[config.mk]
export PLATFORM = sky130hd
export DESIGN_NAME = led_strip_frame_buffer_top
export DESIGN_NICKNAME = d
export VERILOG_FILES = /design/src/hw/rtl/lsfb_pkg.sv /design/src/hw/rtl/lsfb_ram.sv /design/src/hw/rtl/lsfb_div.sv /design/src/hw/rtl/lsfb_scale.sv /design/src/hw/rtl/led_strip_frame_buffer_top.sv
export SDC_FILE = /design/constraint.sdc
export NUM_CORES = 2
export LEC_CHECK = 0
export BUFFER_PORTS_ARGS = -buffer_cell sky130_fd_sc_hd__buf_2
export CORE_MARGIN = 2
export CORE_UTILIZATION = 55
export CTS_CLUSTER_DIAMETER = 40
export DETAILED_ROUTE_END_ITERATION = 12
export PLACE_DENSITY = 0.71
export SYNTH_ARGS = -nofsm -noshare
export SYNTH_HDL_FRONTEND = slang
export SYNTH_SLANG_ARGS = --single-unit
[constraint.sdc]
create_clock -name aclk -period 14.4 [get_ports aclk]
set_clock_uncertainty 0.2 [all_clocks]
set_input_delay 2.88 -clock aclk [delete_from_list [all_inputs] [get_ports aclk]]
set_output_delay 2.88 -clock aclk [all_outputs]
set_load 0.02 [all_outputs]
[src/hw/rtl/lsfb_pkg.sv]
// Shared constants, command codes and types for the LED strip frame buffer.
`default_nettype none

package lsfb_pkg;

    localparam int MAX_LEDS = 64;
    localparam int IDX_W    = $clog2(MAX_LEDS);
    localparam int CNT_W    = $clog2(MAX_LEDS + 1);

    localparam int CMD_W      = 3;
    localparam int PIX_IDX_W  = 7;
    localparam int CHAN_W     = 8;
    localparam int COLOUR_W   = 3 * CHAN_W;
    localparam int LEDCOUNT_W = 7;
    localparam int S_DATA_W   = 40;
    localparam int M_DATA_W   = 24;
    localparam int CFG_IDX_W  = 2;
    localparam int CFG_DATA_W = 8;

    // Rainbow hue spacing: 256 / count, worked out serially
    localparam int HUE_SPAN   = 256;
    localparam int HUE_DIV_W  = 9;
    localparam int HUE_REGION = 43;

    localparam logic [CMD_W-1:0] CMD_SET_PIXEL = 3'd0;
    localparam logic [CMD_W-1:0] CMD_FILL      = 3'd1;
    localparam logic [CMD_W-1:0] CMD_CLEAR     = 3'd2;
    localparam logic [CMD_W-1:0] CMD_CHASE     = 3'd3;
    localparam logic [CMD_W-1:0] CMD_RAINBOW   = 3'd4;
    localparam logic [CMD_W-1:0] CMD_SHOW      = 3'd5;

    localparam logic [CFG_IDX_W-1:0] CFG_LED_COUNT  = 2'd0;
    localparam logic [CFG_IDX_W-1:0] CFG_BRIGHTNESS = 2'd1;
    localparam logic [CFG_IDX_W-1:0] CFG_ENABLED    = 2'd2;

    // Flags travelling with a pixel through the show pipeline
    typedef struct packed {
        logic valid;
        logic last;
    } beat_t;

endpackage

`default_nettype wire

[src/hw/rtl/lsfb_ram.sv]
// Generic single-write, single-read RAM with registered read data.
`default_nettype none

module lsfb_ram #(
    parameter int WIDTH = 24,
    parameter int DEPTH = 64
) (
    input  wire logic                     aclk,
    input  wire logic                     we,
    input  wire logic [$clog2(DEPTH)-1:0] waddr,
    input  wire logic [WIDTH-1:0]         wdata,
    input  wire logic                     re,
    input  wire logic [$clog2(DEPTH)-1:0] raddr,
    output      logic [WIDTH-1:0]         rdata
);

    logic [WIDTH-1:0] mem [DEPTH];
    logic [WIDTH-1:0] rdata_reg;

    always_ff @(posedge aclk) begin
        if (we) begin
            mem[waddr] <= wdata;
        end
        if (re) begin
            rdata_reg <= mem[raddr];
        end
    end

    assign rdata = rdata_reg;

endmodule

`default_nettype wire

[src/hw/rtl/lsfb_div.sv]
// Restoring divider giving 256 / count and its remainder, one bit a cycle.
`default_nettype none

module lsfb_div (
    input  wire logic                        aclk,
    input  wire logic                        aresetn,
    input  wire logic                        start,
    input  wire logic [lsfb_pkg::CNT_W-1:0]  divisor,
    output      logic                        done,
    output      logic [lsfb_pkg::HUE_DIV_W-1:0] quot,
    output      logic [lsfb_pkg::CNT_W-1:0]  rem
);

    import lsfb_pkg::*;

    localparam int STEP_W = $clog2(HUE_DIV_W + 1);

    logic                 busy_reg,  busy_next;
    logic                 done_reg,  done_next;
    logic [STEP_W-1:0]    step_reg,  step_next;
    logic [HUE_DIV_W-1:0] quo_reg,   quo_next;
    logic [CNT_W-1:0]     rem_reg,   rem_next;
    logic [CNT_W:0]       trial;
    logic [CNT_W:0]       diff;

    always_comb begin
        trial     = {rem_reg, quo_reg[HUE_DIV_W-1]};
        diff      = trial - {1'b0, divisor};
        busy_next = busy_reg;
        done_next = 1'b0;
        step_next = step_reg;
        quo_next  = quo_reg;
        rem_next  = rem_reg;
        if (start) begin
            busy_next = 1'b1;
            step_next = STEP_W'(HUE_DIV_W);
            quo_next  = HUE_DIV_W'(HUE_SPAN);
            rem_next  = '0;
        end else if (busy_reg) begin
            if (trial >= {1'b0, divisor}) begin
                rem_next = diff[CNT_W-1:0];
                quo_next = {quo_reg[HUE_DIV_W-2:0], 1'b1};
            end else begin
                rem_next = trial[CNT_W-1:0];
                quo_next = {quo_reg[HUE_DIV_W-2:0], 1'b0};
            end
            step_next = step_reg - STEP_W'(1);
            if (step_reg == STEP_W'(1)) begin
                busy_next = 1'b0;
                done_next = 1'b1;
            end
        end
    end

    always_ff @(posedge aclk) begin
        if (!aresetn) begin
            busy_reg <= 1'b0;
            done_reg <= 1'b0;
            step_reg <= '0;
        end else begin
            busy_reg <= busy_next;
            done_reg <= done_next;
            step_reg <= step_next;
        end
        quo_reg <= quo_next;
        rem_reg <= rem_next;
    end

    assign done = done_reg;
    assign quot = quo_reg;
    assign rem  = rem_reg;

endmodule

`default_nettype wire

[src/hw/rtl/lsfb_scale.sv]
// Brightness scaling pipeline and output register for the show stream.
`default_nettype none

module lsfb_scale (
    input  wire logic                           aclk,
    input  wire logic                           aresetn,
    input  wire logic [lsfb_pkg::CHAN_W-1:0]    brightness,
    input  wire lsfb_pkg::beat_t                in_beat,
    input  wire logic [lsfb_pkg::COLOUR_W-1:0]  in_pixel,
    output      logic                           adv,
    output      logic                           busy,
    output      logic                           m_tvalid,
    input  wire logic                           m_tready,
    output      logic [lsfb_pkg::M_DATA_W-1:0]  m_tdata,
    output      logic                           m_tlast
);

    import lsfb_pkg::*;

    localparam int PROD_W = 2 * CHAN_W;

    // floor(p / 255), exact for every product of two 8-bit values
    function automatic logic [CHAN_W-1:0] div255(input logic [PROD_W-1:0] p);
        logic [PROD_W:0] s;
        s = {1'b0, p} + (PROD_W + 1)'(p[PROD_W-1:CHAN_W]) + (PROD_W + 1)'(1);
        return s[PROD_W-1:CHAN_W];
    endfunction

    beat_t             prod_beat_reg;
    logic [PROD_W-1:0] prod_r_reg, prod_g_reg, prod_b_reg;
    logic              out_valid_reg;
    logic              out_last_reg;
    logic [M_DATA_W-1:0] out_data_reg;

    assign adv  = !out_valid_reg || m_tready;
    assign busy = prod_beat_reg.valid;

    always_ff @(posedge aclk) begin
        if (!aresetn) begin
            prod_beat_reg <= '0;
            out_valid_reg <= 1'b0;
            out_last_reg  <= 1'b0;
        end else if (adv) begin
            prod_beat_reg <= in_beat;
            out_valid_reg <= prod_beat_reg.valid;
            out_last_reg  <= prod_beat_reg.last;
        end
        if (adv) begin
            prod_r_reg   <= in_pixel[3*CHAN_W-1:2*CHAN_W] * brightness;
            prod_g_reg   <= in_pixel[2*CHAN_W-1:CHAN_W] * brightness;
            prod_b_reg   <= in_pixel[CHAN_W-1:0] * brightness;
            out_data_reg <= {div255(prod_g_reg), div255(prod_r_reg), div255(prod_b_reg)};
        end
    end

    assign m_tvalid = out_valid_reg;
    assign m_tdata  = out_data_reg;
    assign m_tlast  = out_last_reg;

endmodule

`default_nettype wire

[src/hw/rtl/led_strip_frame_buffer_top.sv]
// Top level of the LED strip frame buffer: command sequencer, pixel RAM and show stream.
`default_nettype none

// Frame store for an addressable LED strip, one command per input item.
// Commands are handled one at a time. set_pixel writes its pixel as the
// item is taken; fill, clear and chase make one write per active LED after
// the item is taken. Rainbow first runs a serial divide for the hue spacing,
// then walks the active LEDs. When enabled, show streams one scaled GRB word
// per active LED at one word per cycle while the output is not stalled. The
// pixel RAM has a single write port and a single read port. The user must
// write configuration only while the block is idle; the block does not enforce it.

module led_strip_frame_buffer_top (
    input  wire logic                            aclk,
    input  wire logic                            aresetn,
    input  wire logic                            s_tvalid,
    output      logic                            s_tready,
    // pixel_index[6:0], red[14:7], green[22:15], blue[30:23], hue_offset[38:31]
    input  wire logic [lsfb_pkg::S_DATA_W-1:0]   s_tdata,
    // command[2:0]
    input  wire logic [lsfb_pkg::CMD_W-1:0]      s_tuser,
    output      logic                            m_tvalid,
    input  wire logic                            m_tready,
    // grb_word[23:0]
    output      logic [lsfb_pkg::M_DATA_W-1:0]   m_tdata,
    output      logic                            m_tlast,
    input  wire logic                            cfg_wr_en,
    input  wire logic [lsfb_pkg::CFG_IDX_W-1:0]  cfg_index,
    input  wire logic [lsfb_pkg::CFG_DATA_W-1:0] cfg_wr_data
);

    import lsfb_pkg::*;

    localparam logic [1:0] ST_IDLE = 2'd0;
    localparam logic [1:0] ST_DIV  = 2'd1;
    localparam logic [1:0] ST_WALK = 2'd2;
    localparam logic [1:0] ST_SHOW = 2'd3;

    function automatic logic [COLOUR_W-1:0] hue_to_rgb(input logic [CHAN_W-1:0] hue);
        logic [2:0]        region;
        logic [CHAN_W-1:0] base;
        logic [CHAN_W-1:0] d;
        logic [CHAN_W-1:0] t;
        logic [CHAN_W-1:0] q;
        logic [COLOUR_W-1:0] rgb;
        if (hue >= CHAN_W'(5 * HUE_REGION)) begin
            region = 3'd5; base = CHAN_W'(5 * HUE_REGION);
        end else if (hue >= CHAN_W'(4 * HUE_REGION)) begin
            region = 3'd4; base = CHAN_W'(4 * HUE_REGION);
        end else if (hue >= CHAN_W'(3 * HUE_REGION)) begin
            region = 3'd3; base = CHAN_W'(3 * HUE_REGION);
        end else if (hue >= CHAN_W'(2 * HUE_REGION)) begin
            region = 3'd2; base = CHAN_W'(2 * HUE_REGION);
        end else if (hue >= CHAN_W'(HUE_REGION)) begin
            region = 3'd1; base = CHAN_W'(HUE_REGION);
        end else begin
            region = 3'd0; base = '0;
        end
        d = hue - base;
        t = {d[CHAN_W-3:0], 2'b00} + {d[CHAN_W-2:0], 1'b0};
        q = 8'hFF - t;
        case (region)
            3'd0:    rgb = {8'hFF, t, 8'h00};
            3'd1:    rgb = {q, 8'hFF, 8'h00};
            3'd2:    rgb = {8'h00, 8'hFF, t};
            3'd3:    rgb = {8'h00, q, 8'hFF};
            3'd4:    rgb = {t, 8'h00, 8'hFF};
            default: rgb = {8'hFF, 8'h00, q};
        endcase
        return rgb;
    endfunction

    // Input fields
    logic [PIX_IDX_W-1:0] in_idx;
    logic [COLOUR_W-1:0]  in_colour;
    logic [CHAN_W-1:0]    in_offset;

    assign in_idx    = s_tdata[6:0];
    assign in_colour = {s_tdata[14:7], s_tdata[22:15], s_tdata[30:23]};
    assign in_offset = s_tdata[38:31];

    // Configuration
    logic [LEDCOUNT_W-1:0] led_count_reg;
    logic [CHAN_W-1:0]     brightness_reg;
    logic                  enabled_reg;

    always_ff @(posedge aclk) begin
        if (!aresetn) begin
            led_count_reg  <= LEDCOUNT_W'(1);
            brightness_reg <= 8'hFF;
            enabled_reg    <= 1'b0;
        end else if (cfg_wr_en) begin
            unique case (cfg_index)
                CFG_LED_COUNT:  led_count_reg  <= cfg_wr_data[LEDCOUNT_W-1:0];
                CFG_BRIGHTNESS: brightness_reg <= cfg_wr_data[CHAN_W-1:0];
                CFG_ENABLED:    enabled_reg    <= cfg_wr_data[0];
                default:        ;
            endcase
        end
    end

    logic [CNT_W-1:0] n_act;

    always_comb begin
        if (led_count_reg == '0) begin
            n_act = CNT_W'(1);
        end else if (led_count_reg > LEDCOUNT_W'(MAX_LEDS)) begin
            n_act = CNT_W'(MAX_LEDS);
        end else begin
            n_act = CNT_W'(led_count_reg);
        end
    end

    // Sequencer state
    logic [1:0]           state_reg,  state_next;
    logic [CMD_W-1:0]     cmd_reg,    cmd_next;
    logic [PIX_IDX_W-1:0] idx_reg,    idx_next;
    logic [COLOUR_W-1:0]  colour_reg, colour_next;
    logic [CHAN_W-1:0]    offset_reg, offset_next;
    logic [CNT_W-1:0]     cnt_reg,    cnt_next;
    logic [CHAN_W-1:0]    hq_reg,     hq_next;
    logic [CNT_W-1:0]     hr_reg,     hr_next;
    logic [CHAN_W-1:0]    qstep_reg,  qstep_next;
    logic [CNT_W-1:0]     rstep_reg,  rstep_next;
    beat_t                rd_beat_reg, rd_beat_next;
    logic                 rd_vld_reg;
    logic [MAX_LEDS-1:0]  vld_reg,    vld_next;

    logic                 accept;
    logic                 div_start;
    logic                 div_done;
    logic [HUE_DIV_W-1:0] div_quot;
    logic [CNT_W-1:0]     div_rem;
    logic                 sc_adv;
    logic                 sc_busy;
    logic                 ram_we;
    logic [IDX_W-1:0]     ram_waddr;
    logic [COLOUR_W-1:0]  ram_wdata;
    logic                 ram_re;
    logic [COLOUR_W-1:0]  ram_rdata;
    logic [COLOUR_W-1:0]  rd_pixel;
    logic                 last_step;
    logic [CNT_W:0]       hr_sum;
    logic [CHAN_W-1:0]    hue_now;

    assign s_tready  = (state_reg == ST_IDLE) && !rd_beat_reg.valid && !sc_busy;
    assign accept    = s_tvalid && s_tready;
    assign last_step = (cnt_reg == n_act - CNT_W'(1));
    assign hr_sum    = {1'b0, hr_reg} + {1'b0, rstep_reg};
    assign hue_now   = hq_reg + offset_reg;

    always_comb begin
        state_next   = state_reg;
        cmd_next     = cmd_reg;
        idx_next     = idx_reg;
        colour_next  = colour_reg;
        offset_next  = offset_reg;
        cnt_next     = cnt_reg;
        hq_next      = hq_reg;
        hr_next      = hr_reg;
        qstep_next   = qstep_reg;
        rstep_next   = rstep_reg;
        rd_beat_next = rd_beat_reg;
        vld_next     = vld_reg;
        div_start    = 1'b0;
        ram_we       = 1'b0;
        ram_waddr    = cnt_reg[IDX_W-1:0];
        ram_wdata    = '0;
        ram_re       = 1'b0;

        unique case (state_reg)
            ST_IDLE: begin
                if (accept) begin
                    cmd_next    = s_tuser;
                    idx_next    = in_idx;
                    colour_next = in_colour;
                    offset_next = in_offset;
                    cnt_next    = '0;
                    case (s_tuser) inside
                        CMD_SET_PIXEL: begin
                            if ((CNT_W + PIX_IDX_W)'(in_idx) < (CNT_W + PIX_IDX_W)'(n_act)) begin
                                ram_we    = 1'b1;
                                ram_waddr = in_idx[IDX_W-1:0];
                                ram_wdata = in_colour;
                            end
                        end
                        CMD_FILL, CMD_CLEAR, CMD_CHASE: state_next = ST_WALK;
                        CMD_RAINBOW: begin
                            div_start  = 1'b1;
                            state_next = ST_DIV;
                        end
                        CMD_SHOW: begin
                            if (enabled_reg) begin
                                state_next = ST_SHOW;
                            end
                        end
                        default: ;
                    endcase
                end
            end
            ST_DIV: begin
                if (div_done) begin
                    qstep_next = div_quot[CHAN_W-1:0];
                    rstep_next = div_rem;
                    hq_next    = '0;
                    hr_next    = '0;
                    state_next = ST_WALK;
                end
            end
            ST_WALK: begin
                ram_we = 1'b1;
                case (cmd_reg)
                    CMD_FILL: ram_wdata = colour_reg;
                    CMD_CHASE: begin
                        if ((CNT_W + PIX_IDX_W)'(cnt_reg) == (CNT_W + PIX_IDX_W)'(idx_reg)) begin
                            ram_wdata = colour_reg;
                        end
                    end
                    CMD_RAINBOW: ram_wdata = hue_to_rgb(hue_now);
                    default: ram_wdata = '0;
                endcase
                // next hue position: quotient and remainder of i*256/count
                if (hr_sum >= {1'b0, n_act}) begin
                    hr_next = CNT_W'(hr_sum - {1'b0, n_act});
                    hq_next = hq_reg + qstep_reg + CHAN_W'(1);
                end else begin
                    hr_next = hr_sum[CNT_W-1:0];
                    hq_next = hq_reg + qstep_reg;
                end
                cnt_next = cnt_reg + CNT_W'(1);
                if (last_step) begin
                    state_next = ST_IDLE;
                end
            end
            ST_SHOW: begin
                if (sc_adv) begin
                    if (cnt_reg != n_act) begin
                        ram_re             = 1'b1;
                        rd_beat_next.valid = 1'b1;
                        rd_beat_next.last  = last_step;
                        cnt_next           = cnt_reg + CNT_W'(1);
                    end else begin
                        rd_beat_next = '0;
                        state_next   = ST_IDLE;
                    end
                end
            end
            default: state_next = ST_IDLE;
        endcase

        if (ram_we) begin
            vld_next[ram_waddr] = 1'b1;
        end
        if (sc_adv && state_reg != ST_SHOW) begin
            rd_beat_next = '0;
        end
    end

    always_ff @(posedge aclk) begin
        if (!aresetn) begin
            state_reg   <= ST_IDLE;
            cnt_reg     <= '0;
            rd_beat_reg <= '0;
            vld_reg     <= '0;
        end else begin
            state_reg   <= state_next;
            cnt_reg     <= cnt_next;
            rd_beat_reg <= rd_beat_next;
            vld_reg     <= vld_next;
        end
        cmd_reg    <= cmd_next;
        idx_reg    <= idx_next;
        colour_reg <= colour_next;
        offset_reg <= offset_next;
        hq_reg     <= hq_next;
        hr_reg     <= hr_next;
        qstep_reg  <= qstep_next;
        rstep_reg  <= rstep_next;
        if (ram_re) begin
            rd_vld_reg <= vld_reg[cnt_reg[IDX_W-1:0]];
        end
    end

    // never-written entries read as zero
    assign rd_pixel = rd_vld_reg ? ram_rdata : '0;

    lsfb_ram #(
        .WIDTH (COLOUR_W),
        .DEPTH (MAX_LEDS)
    ) u_store (
        .aclk  (aclk),
        .we    (ram_we),
        .waddr (ram_waddr),
        .wdata (ram_wdata),
        .re    (ram_re),
        .raddr (cnt_reg[IDX_W-1:0]),
        .rdata (ram_rdata)
    );

    lsfb_div u_div (
        .aclk    (aclk),
        .aresetn (aresetn),
        .start   (div_start),
        .divisor (n_act),
        .done    (div_done),
        .quot    (div_quot),
        .rem     (div_rem)
    );

    lsfb_scale u_scale (
        .aclk       (aclk),
        .aresetn    (aresetn),
        .brightness (brightness_reg),
        .in_beat    (rd_beat_reg),
        .in_pixel   (rd_pixel),
        .adv        (sc_adv),
        .busy       (sc_busy),
        .m_tvalid   (m_tvalid),
        .m_tready   (m_tready),
        .m_tdata    (m_tdata),
        .m_tlast    (m_tlast)
    );

endmodule

`default_nettype wire

# Word level (Yosys, flattened, before mapping)
# Memory sizes are Yosys's and may differ from the RTL's. A register that Yosys moved wholly into a read port is not among the register bits.
# Index checks and enable logic that the tools add are counted.
dict set report classes {
  bitwise 3
  add_sub_neg 18
  n_reduce_logical 30
  magnitude_cmp 12
  n_mux 76
  eq_ne 31
  n_mul 3
  n_div 0
  n_shift 0
}
# op count
set op_table {}
lappend op_table {{24-bit two-way mux} 5}
lappend op_table {{24-bit one-hot mux with 5 select lines} 1}
lappend op_table {{7-bit two-way mux} 14}
lappend op_table {{24-bit one-hot mux with 3 select lines} 1}
lappend op_table {{64-bit bitwise OR} 1}
lappend op_table {{16-bit by 1-bit adder with 16-bit output, second input constant} 3}
lappend op_table {{16-bit by 8-bit adder with 16-bit output} 3}
lappend op_table {{8-bit by 8-bit multiplier with 16-bit output} 3}
lappend op_table {{24-bit one-hot mux with 2 select lines} 1}
lappend op_table {{6-bit two-way mux} 5}
lappend op_table {{2-bit two-way mux} 13}
lappend op_table {{8-bit adder} 3}
lappend op_table {{8-bit greater-or-equal comparator, second input constant} 3}
lappend op_table {{1-bit two-way mux} 21}
lappend op_table {{7-bit one-hot mux with 3 select lines} 1}
lappend op_table {{7-bit subtractor} 3}
lappend op_table {{8-bit by 7-bit greater-or-equal comparator with 1-bit output} 2}
lappend op_table {{8-bit two-way mux} 2}
lappend op_table {{8-bit one-hot mux with 2 select lines} 1}
lappend op_table {{3-bit by 2-bit equality test with 1-bit output, second input constant} 5}
lappend op_table {{7-bit equality test} 2}
lappend op_table {{6-bit by 7-bit < comparator with 1-bit output, second input constant} 2}
lappend op_table {{2-bit != test, second input constant} 7}
lappend op_table {{7-bit one-hot mux with 2 select lines} 1}
lappend op_table {{other kinds (40)} 70}
dict set report totals {
  in_bits 58
  out_inout_bits 27
  ramBits 1536
  latchBits 0
  n_memories 1
  register_bits 262
  word_cells 205
  mem_bits_ro 0
}
# memory depth word_bits read_ports rd_clocked_by_memory_dff write_ports line
set memory_table {}
lappend memory_table {u_store.mem 64 24 1 1 1 lsfb_ram.sv:17} ;# logic [WIDTH-1:0] mem [DEPTH];

# Depth between registers and ports, before layout
dict set report depth {
  word_depth 15
  depth_mapped 28
}

# Modules after synthesis
# A second synthesis with hierarchy kept.
dict set report unflattened {
  cells_unflattened 4735
  area_unflattened_um2 80365.8
}
# mod cells_per_inst instances seq_area_each_um2 area_each_um2
set modules_own_cells {}
lappend modules_own_cells {lsfb_ram 2611 1 46844.9 59570.9}
lappend modules_own_cells {led_strip_frame_buffer_top 1050 1 4013.8 10043.4}
lappend modules_own_cells {lsfb_scale 929 1 2242.2 9474.1}
lappend modules_own_cells {lsfb_div 145 1 440.4 1277.5}

# Worst setup path after synthesis
# No wires, ideal clock.
dict set report synth_timing {
  kind {register -> register}
  start {register hq_reg[0]}
  end {memory u_store.mem[0][22] (data pin)}
  arrival_ns 7.604
  period_less_slack_ns 8.505
  required_time_ns 13.498
  stages_incl_launch_ff 28
  setup_ns 0.702
  slack_ns 5.895
  cell_sequence {edfxtp_1 -> ha_1 -> fa_1 -> a211o_1 -> and3_4 -> buf_6 -> o311a_4 -> buf_6 -> or3_1 -> clkbuf_1 -> o21ai_0 -> ha_1 -> inv_1 -> fa_1 -> a21o_1 -> a21oi_1 -> inv_1 -> xnor2_1 -> xnor2_1 -> ha_1 -> o21ai_0 -> nand2b_1 -> xnor2_1 -> inv_1 -> mux2i_1 -> a21oi_1 -> a21oi_1 -> o21ai_0}
}
dict set report synth_between {
  elab_chain_cells 15
  word_cells_on_any_way 31
  cone_classes {4 x add/sub; 5 x order compare; 4 x eq/ne; 17 x mux; 1 x reduce/logical}
}
# item line
set synth_lines {}
lappend synth_lines {{from (decl)} led_strip_frame_buffer_top.sv:121} ;# logic [CHAN_W-1:0] hq_reg, hq_next;
lappend synth_lines {{from (signal assigned)} led_strip_frame_buffer_top.sv:275} ;# hq_reg <= hq_next;
lappend synth_lines {{8-bit adder *} led_strip_frame_buffer_top.sv:150} ;# assign hue_now = hq_reg + offset_reg;
lappend synth_lines {{8-bit by 6-bit greater-or-equal comparator with 1-bit output} led_strip_frame_buffer_top.sv:54} ;# end else if (hue >= CHAN_W'(HUE_REGION)) begin
lappend synth_lines {{6-bit two-way mux} led_strip_frame_buffer_top.sv:54}
lappend synth_lines {{7-bit two-way mux} led_strip_frame_buffer_top.sv:52} ;# end else if (hue >= CHAN_W'(2 * HUE_REGION)) begin
lappend synth_lines {{7-bit two-way mux} led_strip_frame_buffer_top.sv:50} ;# end else if (hue >= CHAN_W'(3 * HUE_REGION)) begin
lappend synth_lines {{7-bit two-way mux} led_strip_frame_buffer_top.sv:48} ;# end else if (hue >= CHAN_W'(4 * HUE_REGION)) begin
lappend synth_lines {{7-bit two-way mux} led_strip_frame_buffer_top.sv:46} ;# if (hue >= CHAN_W'(5 * HUE_REGION)) begin
lappend synth_lines {{7-bit two-way mux} led_strip_frame_buffer_top.sv:212} ;# case (cmd_reg)
lappend synth_lines {{7-bit two-way mux} led_strip_frame_buffer_top.sv:171} ;# unique case (state_reg)
lappend synth_lines {{7-bit subtractor} led_strip_frame_buffer_top.sv:59} ;# d = hue - base;
lappend synth_lines {{8-bit adder} led_strip_frame_buffer_top.sv:60} ;# t = {d[CHAN_W-3:0], 2'b00} + {d[CHAN_W-2:0], 1'b0};
lappend synth_lines {{8-bit subtractor} led_strip_frame_buffer_top.sv:61} ;# q = 8'hFF - t;
lappend synth_lines {{24-bit one-hot mux with 5 select lines *} led_strip_frame_buffer_top.sv:62} ;# case (region)
lappend synth_lines {{24-bit one-hot mux with 3 select lines *} led_strip_frame_buffer_top.sv:212}
lappend synth_lines {{24-bit one-hot mux with 2 select lines *} led_strip_frame_buffer_top.sv:171}
lappend synth_lines {{via ram_wdata[22]} led_strip_frame_buffer_top.sv:138} ;# logic [COLOUR_W-1:0] ram_wdata;
lappend synth_lines {{to (decl)} lsfb_ram.sv:17}
# Mark *: on every way through the listed nets, which the timed path passes. The rest lies on a longest branch. The select of a mux whose other input is x is not followed.

# Worst setup path after layout
dict set report layout_timing {
  start {register offset_reg[0]}
  end {memory u_store.mem[28][7] (data pin)}
}
dict set report layout_between {
  elab_chain_cells 15
  word_cells_on_any_way 31
  cone_classes {4 x add/sub; 5 x order compare; 4 x eq/ne; 17 x mux; 1 x reduce/logical}
}
# item line
set layout_lines {}
lappend layout_lines {{from (decl)} led_strip_frame_buffer_top.sv:119} ;# logic [CHAN_W-1:0] offset_reg, offset_next;
lappend layout_lines {{from (signal assigned)} led_strip_frame_buffer_top.sv:274} ;# offset_reg <= offset_next;
lappend layout_lines {{8-bit adder *} led_strip_frame_buffer_top.sv:150}
lappend layout_lines {{8-bit by 6-bit greater-or-equal comparator with 1-bit output} led_strip_frame_buffer_top.sv:54}
lappend layout_lines {{6-bit two-way mux} led_strip_frame_buffer_top.sv:54}
lappend layout_lines {{7-bit two-way mux} led_strip_frame_buffer_top.sv:52}
lappend layout_lines {{7-bit two-way mux} led_strip_frame_buffer_top.sv:50}
lappend layout_lines {{7-bit two-way mux} led_strip_frame_buffer_top.sv:48}
lappend layout_lines {{7-bit two-way mux} led_strip_frame_buffer_top.sv:46}
lappend layout_lines {{7-bit two-way mux} led_strip_frame_buffer_top.sv:212}
lappend layout_lines {{7-bit two-way mux} led_strip_frame_buffer_top.sv:171}
lappend layout_lines {{7-bit subtractor} led_strip_frame_buffer_top.sv:59}
lappend layout_lines {{8-bit adder} led_strip_frame_buffer_top.sv:60}
lappend layout_lines {{8-bit subtractor} led_strip_frame_buffer_top.sv:61}
lappend layout_lines {{24-bit one-hot mux with 5 select lines *} led_strip_frame_buffer_top.sv:62}
lappend layout_lines {{24-bit one-hot mux with 3 select lines *} led_strip_frame_buffer_top.sv:212}
lappend layout_lines {{24-bit one-hot mux with 2 select lines *} led_strip_frame_buffer_top.sv:171}
lappend layout_lines {{via ram_wdata[7]} led_strip_frame_buffer_top.sv:138}
# Marked as above.

==> out/qor.txt <==
Status: completed
IO Pins: 85
Post-CTS Resized: 0
Worst slack, placed: 7.00 ns
Max-slew headroom: 19.5%
Fmax: 135 MHz
Initial antenna violation count: 9
Post-DRT Antenna Nets: 0
Combinational family with the most area after synthesis: multiplexers
Root buf cell: clkbuf_16
Reg2reg setup slack: 7.00 ns
Power per cell area: 144 mW/mm^2
Syn Area/Cell: 18.4 sq um
RePlAce Congestion: 0.830
Die width: 383 um
Ys flop type: edfxtp_1
Sequential element share of the synthesized area: 67.8%
Fin nets: 4801
Required time of the critical path: 14.69 ns
Commonest non-fill, non-tap cells in the layout: edfxtp_1 (1705), mux4_2 (525), clkbuf_16 (209)
Asr flop ratio synth: 0%
Total of max-cap violations: 0
Fillers: 9755
Vias in the first global route: 41.8k
Std-Cell Rows: 139
Synth cell types: 84
Max Slew Vio Count: 0
Routed length per instance: 27.8 um
Reg2reg start: offset_reg[0]
Critical path data arrival time: 7.69 ns
Initial Util: 55.2%
# port buffers: 83
Die span in y: 383 um
Detail Placement HPWL: 105000 um
Startpoint types: flip-flop
Final min period: 7.40 ns
Share of the synthesized area in the top cell type: 64.8%
Simple-Gate Fraction of Synth Area: 4.15%
Area of the multi-input gates: 0.0245 sq mm
Met2 wire len: 86800 um
RSZ-0062 raised after global routing: false
GRT Overall Usage: 25.3%
Met1 wire length: 73200 um
Crit. End Element: flip-flop
CTS Hold Bufs: 0
Period utilization: 51.4%
Total of warnings raised by yosys: 0
Xor and xnor fraction of the mapped netlist area: 1.36%
Syn Nets: 4639
Setup TNS: 0 ns
Leakage power: 30.9 nW
Highest metal layer with signal wires: met5
Worst Path Max Fanout: 64
DR DRC count: 0
First drt pass iteration count: 5
Drt initial violations: 4626
Reg2reg end: u_store.mem[28][7]
Num CTS Buffers: 209
Post-Synth Adder-Cell Area: 5.85%
Crit path kind: flip-flop to flip-flop
Top cells by area, synth: edfxtp_1 (65%), mux4_2 (15%), dfxtp_1 (3.0%)
Routed wire length: 182000 um
Post-synth EDFFs: 1705
Peak supply drop: 0.000128 V
Crit path max-delay cell type: a21oi_1
# clock sinks: 1822
First-pass GRT wire length: 272000 um
#FFs+latches synth: 1822
Post-Synthesis Cells: 4281
Syn Std Cell Area: 0.0790 sq mm
Worst R2R Path Depth: 26
Setup bufs post-CTS: 0
Die Footprint: 0.147 sq mm
Final setup margin: 7.00 ns
Final Hold Viols: 0
Setup violators final: 0
Area grow syn2layout: 13.3%
Max H-tree Level: 4
DR vias: 41.0k
Worst Tran Pin Value: 1.19 ns
CP peak stage delay: 0.75 ns
Register area: 0.0536 sq mm
CTS tree: yes
Commonest non-fill, non-tap cell in the layout: edfxtp_1
Clock transition at path regs: 0.06 ns
Setup crit start: offset_reg[0]
Compound-Gate Fraction of Synth Area: 3.46%
Routed wl met3: 15700 um
Vias per cell: 6.28
Core area: 0.143 sq mm
Max reg flops: 1536
Mux share of post-synthesis cell area: 15.3%
Fraction of layout cells with a size suffix above 1: 25.0%
Grt ovf: 0
CTS max path bufs: 3
Leading area contributor after synthesis: edfxtp_1
Clock Latency Late Sink: 0.86 ns
Power Total: 12.9 mW
Largest net degree at the start of global routing: 146
Setup crit end: u_store.mem[28][7]
Path type of the worst min-delay path: flip-flop to flip-flop
power breakdown:
part	total [mW]	switching (mW)	internal, mW	leakage, nW
clock	5.34	2.24	3.10	3.39
combinational	1.54	0.874	0.664	10.0
sequential	6.01	0.0925	5.92	17.5
total	12.9	3.20	9.68	30.9
Yosys cell counts (all sizes together) (61+ instances only):
master  count
clkbuf    163
xnor2      86
nand3      74
ha        185
edfxtp   1705
inv       193
dfxtp     117
and3      123
buf        61
a21oi      90
o21ai      86
mux4      525
fa        115
nand2     163
nor2      176
cells by family (layout without fill, tap and decap cells):
family / Yosys count / in the layout
flip-flops: 1822 / 1822
multiplexers: 553 / 553
AO/OA/AOI/OAI: 396 / 396
adder cells (fa/ha/maj): 300 / 300
other: 0 / 3
buffers and inverters: 419 / 755
AND/OR/NAND/NOR: 670 / 670
XOR/XNOR: 121 / 121
how the worst min path moves through the flow:
stage | slack (ns) | cells past startpoint | endpoint | start
after floorplan | 0.22 | 2 | vld_reg[58] | vld_reg[58]
after global placement | 0.23 | 2 | vld_reg[59] | vld_reg[59]
after detailed placement | 0.24 | 2 | vld_reg[58] | vld_reg[58]
after CTS | 0.25 | 2 | vld_reg[58] | vld_reg[58]
after global routing | 0.28 | 0 | qstep_reg[5] | u_div.quot[5]
final | 0.26 | 2 | vld_reg[58] | vld_reg[58]
stage by stage:
step | hold WS [ns] | utilization [%] | std cells | cell area, sq um
global route | 0.279 | 62.5 | 6520 | 89400
detailed placement | 0.242 | 57.5 | 6135 | 82300
finish | 0.257 | 62.5 | 6523 | 89400
CTS | 0.254 | 62.5 | 6520 | 89400
global placement | 0.231 | 57.5 | 6135 | 82300
floorplan | 0.220 | - | 4281 | 79000
layer usage:
metal	track usage [%]	vias to the layer above
met1	36.2	21300
met5	0	-
li1	-	17400
met4	8.87	2
met3	4.40	302
met2	39.6	1949
critical path, delay by kind of cell, from the launching register on:
family / cells / cell delay, ns
AO/OA/AOI/OAI: 9 / 2.07
XOR/XNOR: 5 / 1.02
adder cells (fa/ha/maj): 5 / 1.60
buffers and inverters: 3 / 0.73
flip-flops: 1 / 0.40
multiplexers: 1 / 0.17
AND/OR/NAND/NOR: 3 / 0.80
layout make-up:
type	instances	share of cell area [%]
Clock inverter	144	1.98
Antenna cell	3	0.00840
Clock buffer	241	5.98
Timing Repair Buffer	175	1.28
Inverter	195	0.828
Sequential cell	1822	59.9
Multi-Input combinational cell	2040	27.4
Tap cell	1903	2.66
Note: power is estimated with default switching activity, not from simulation.
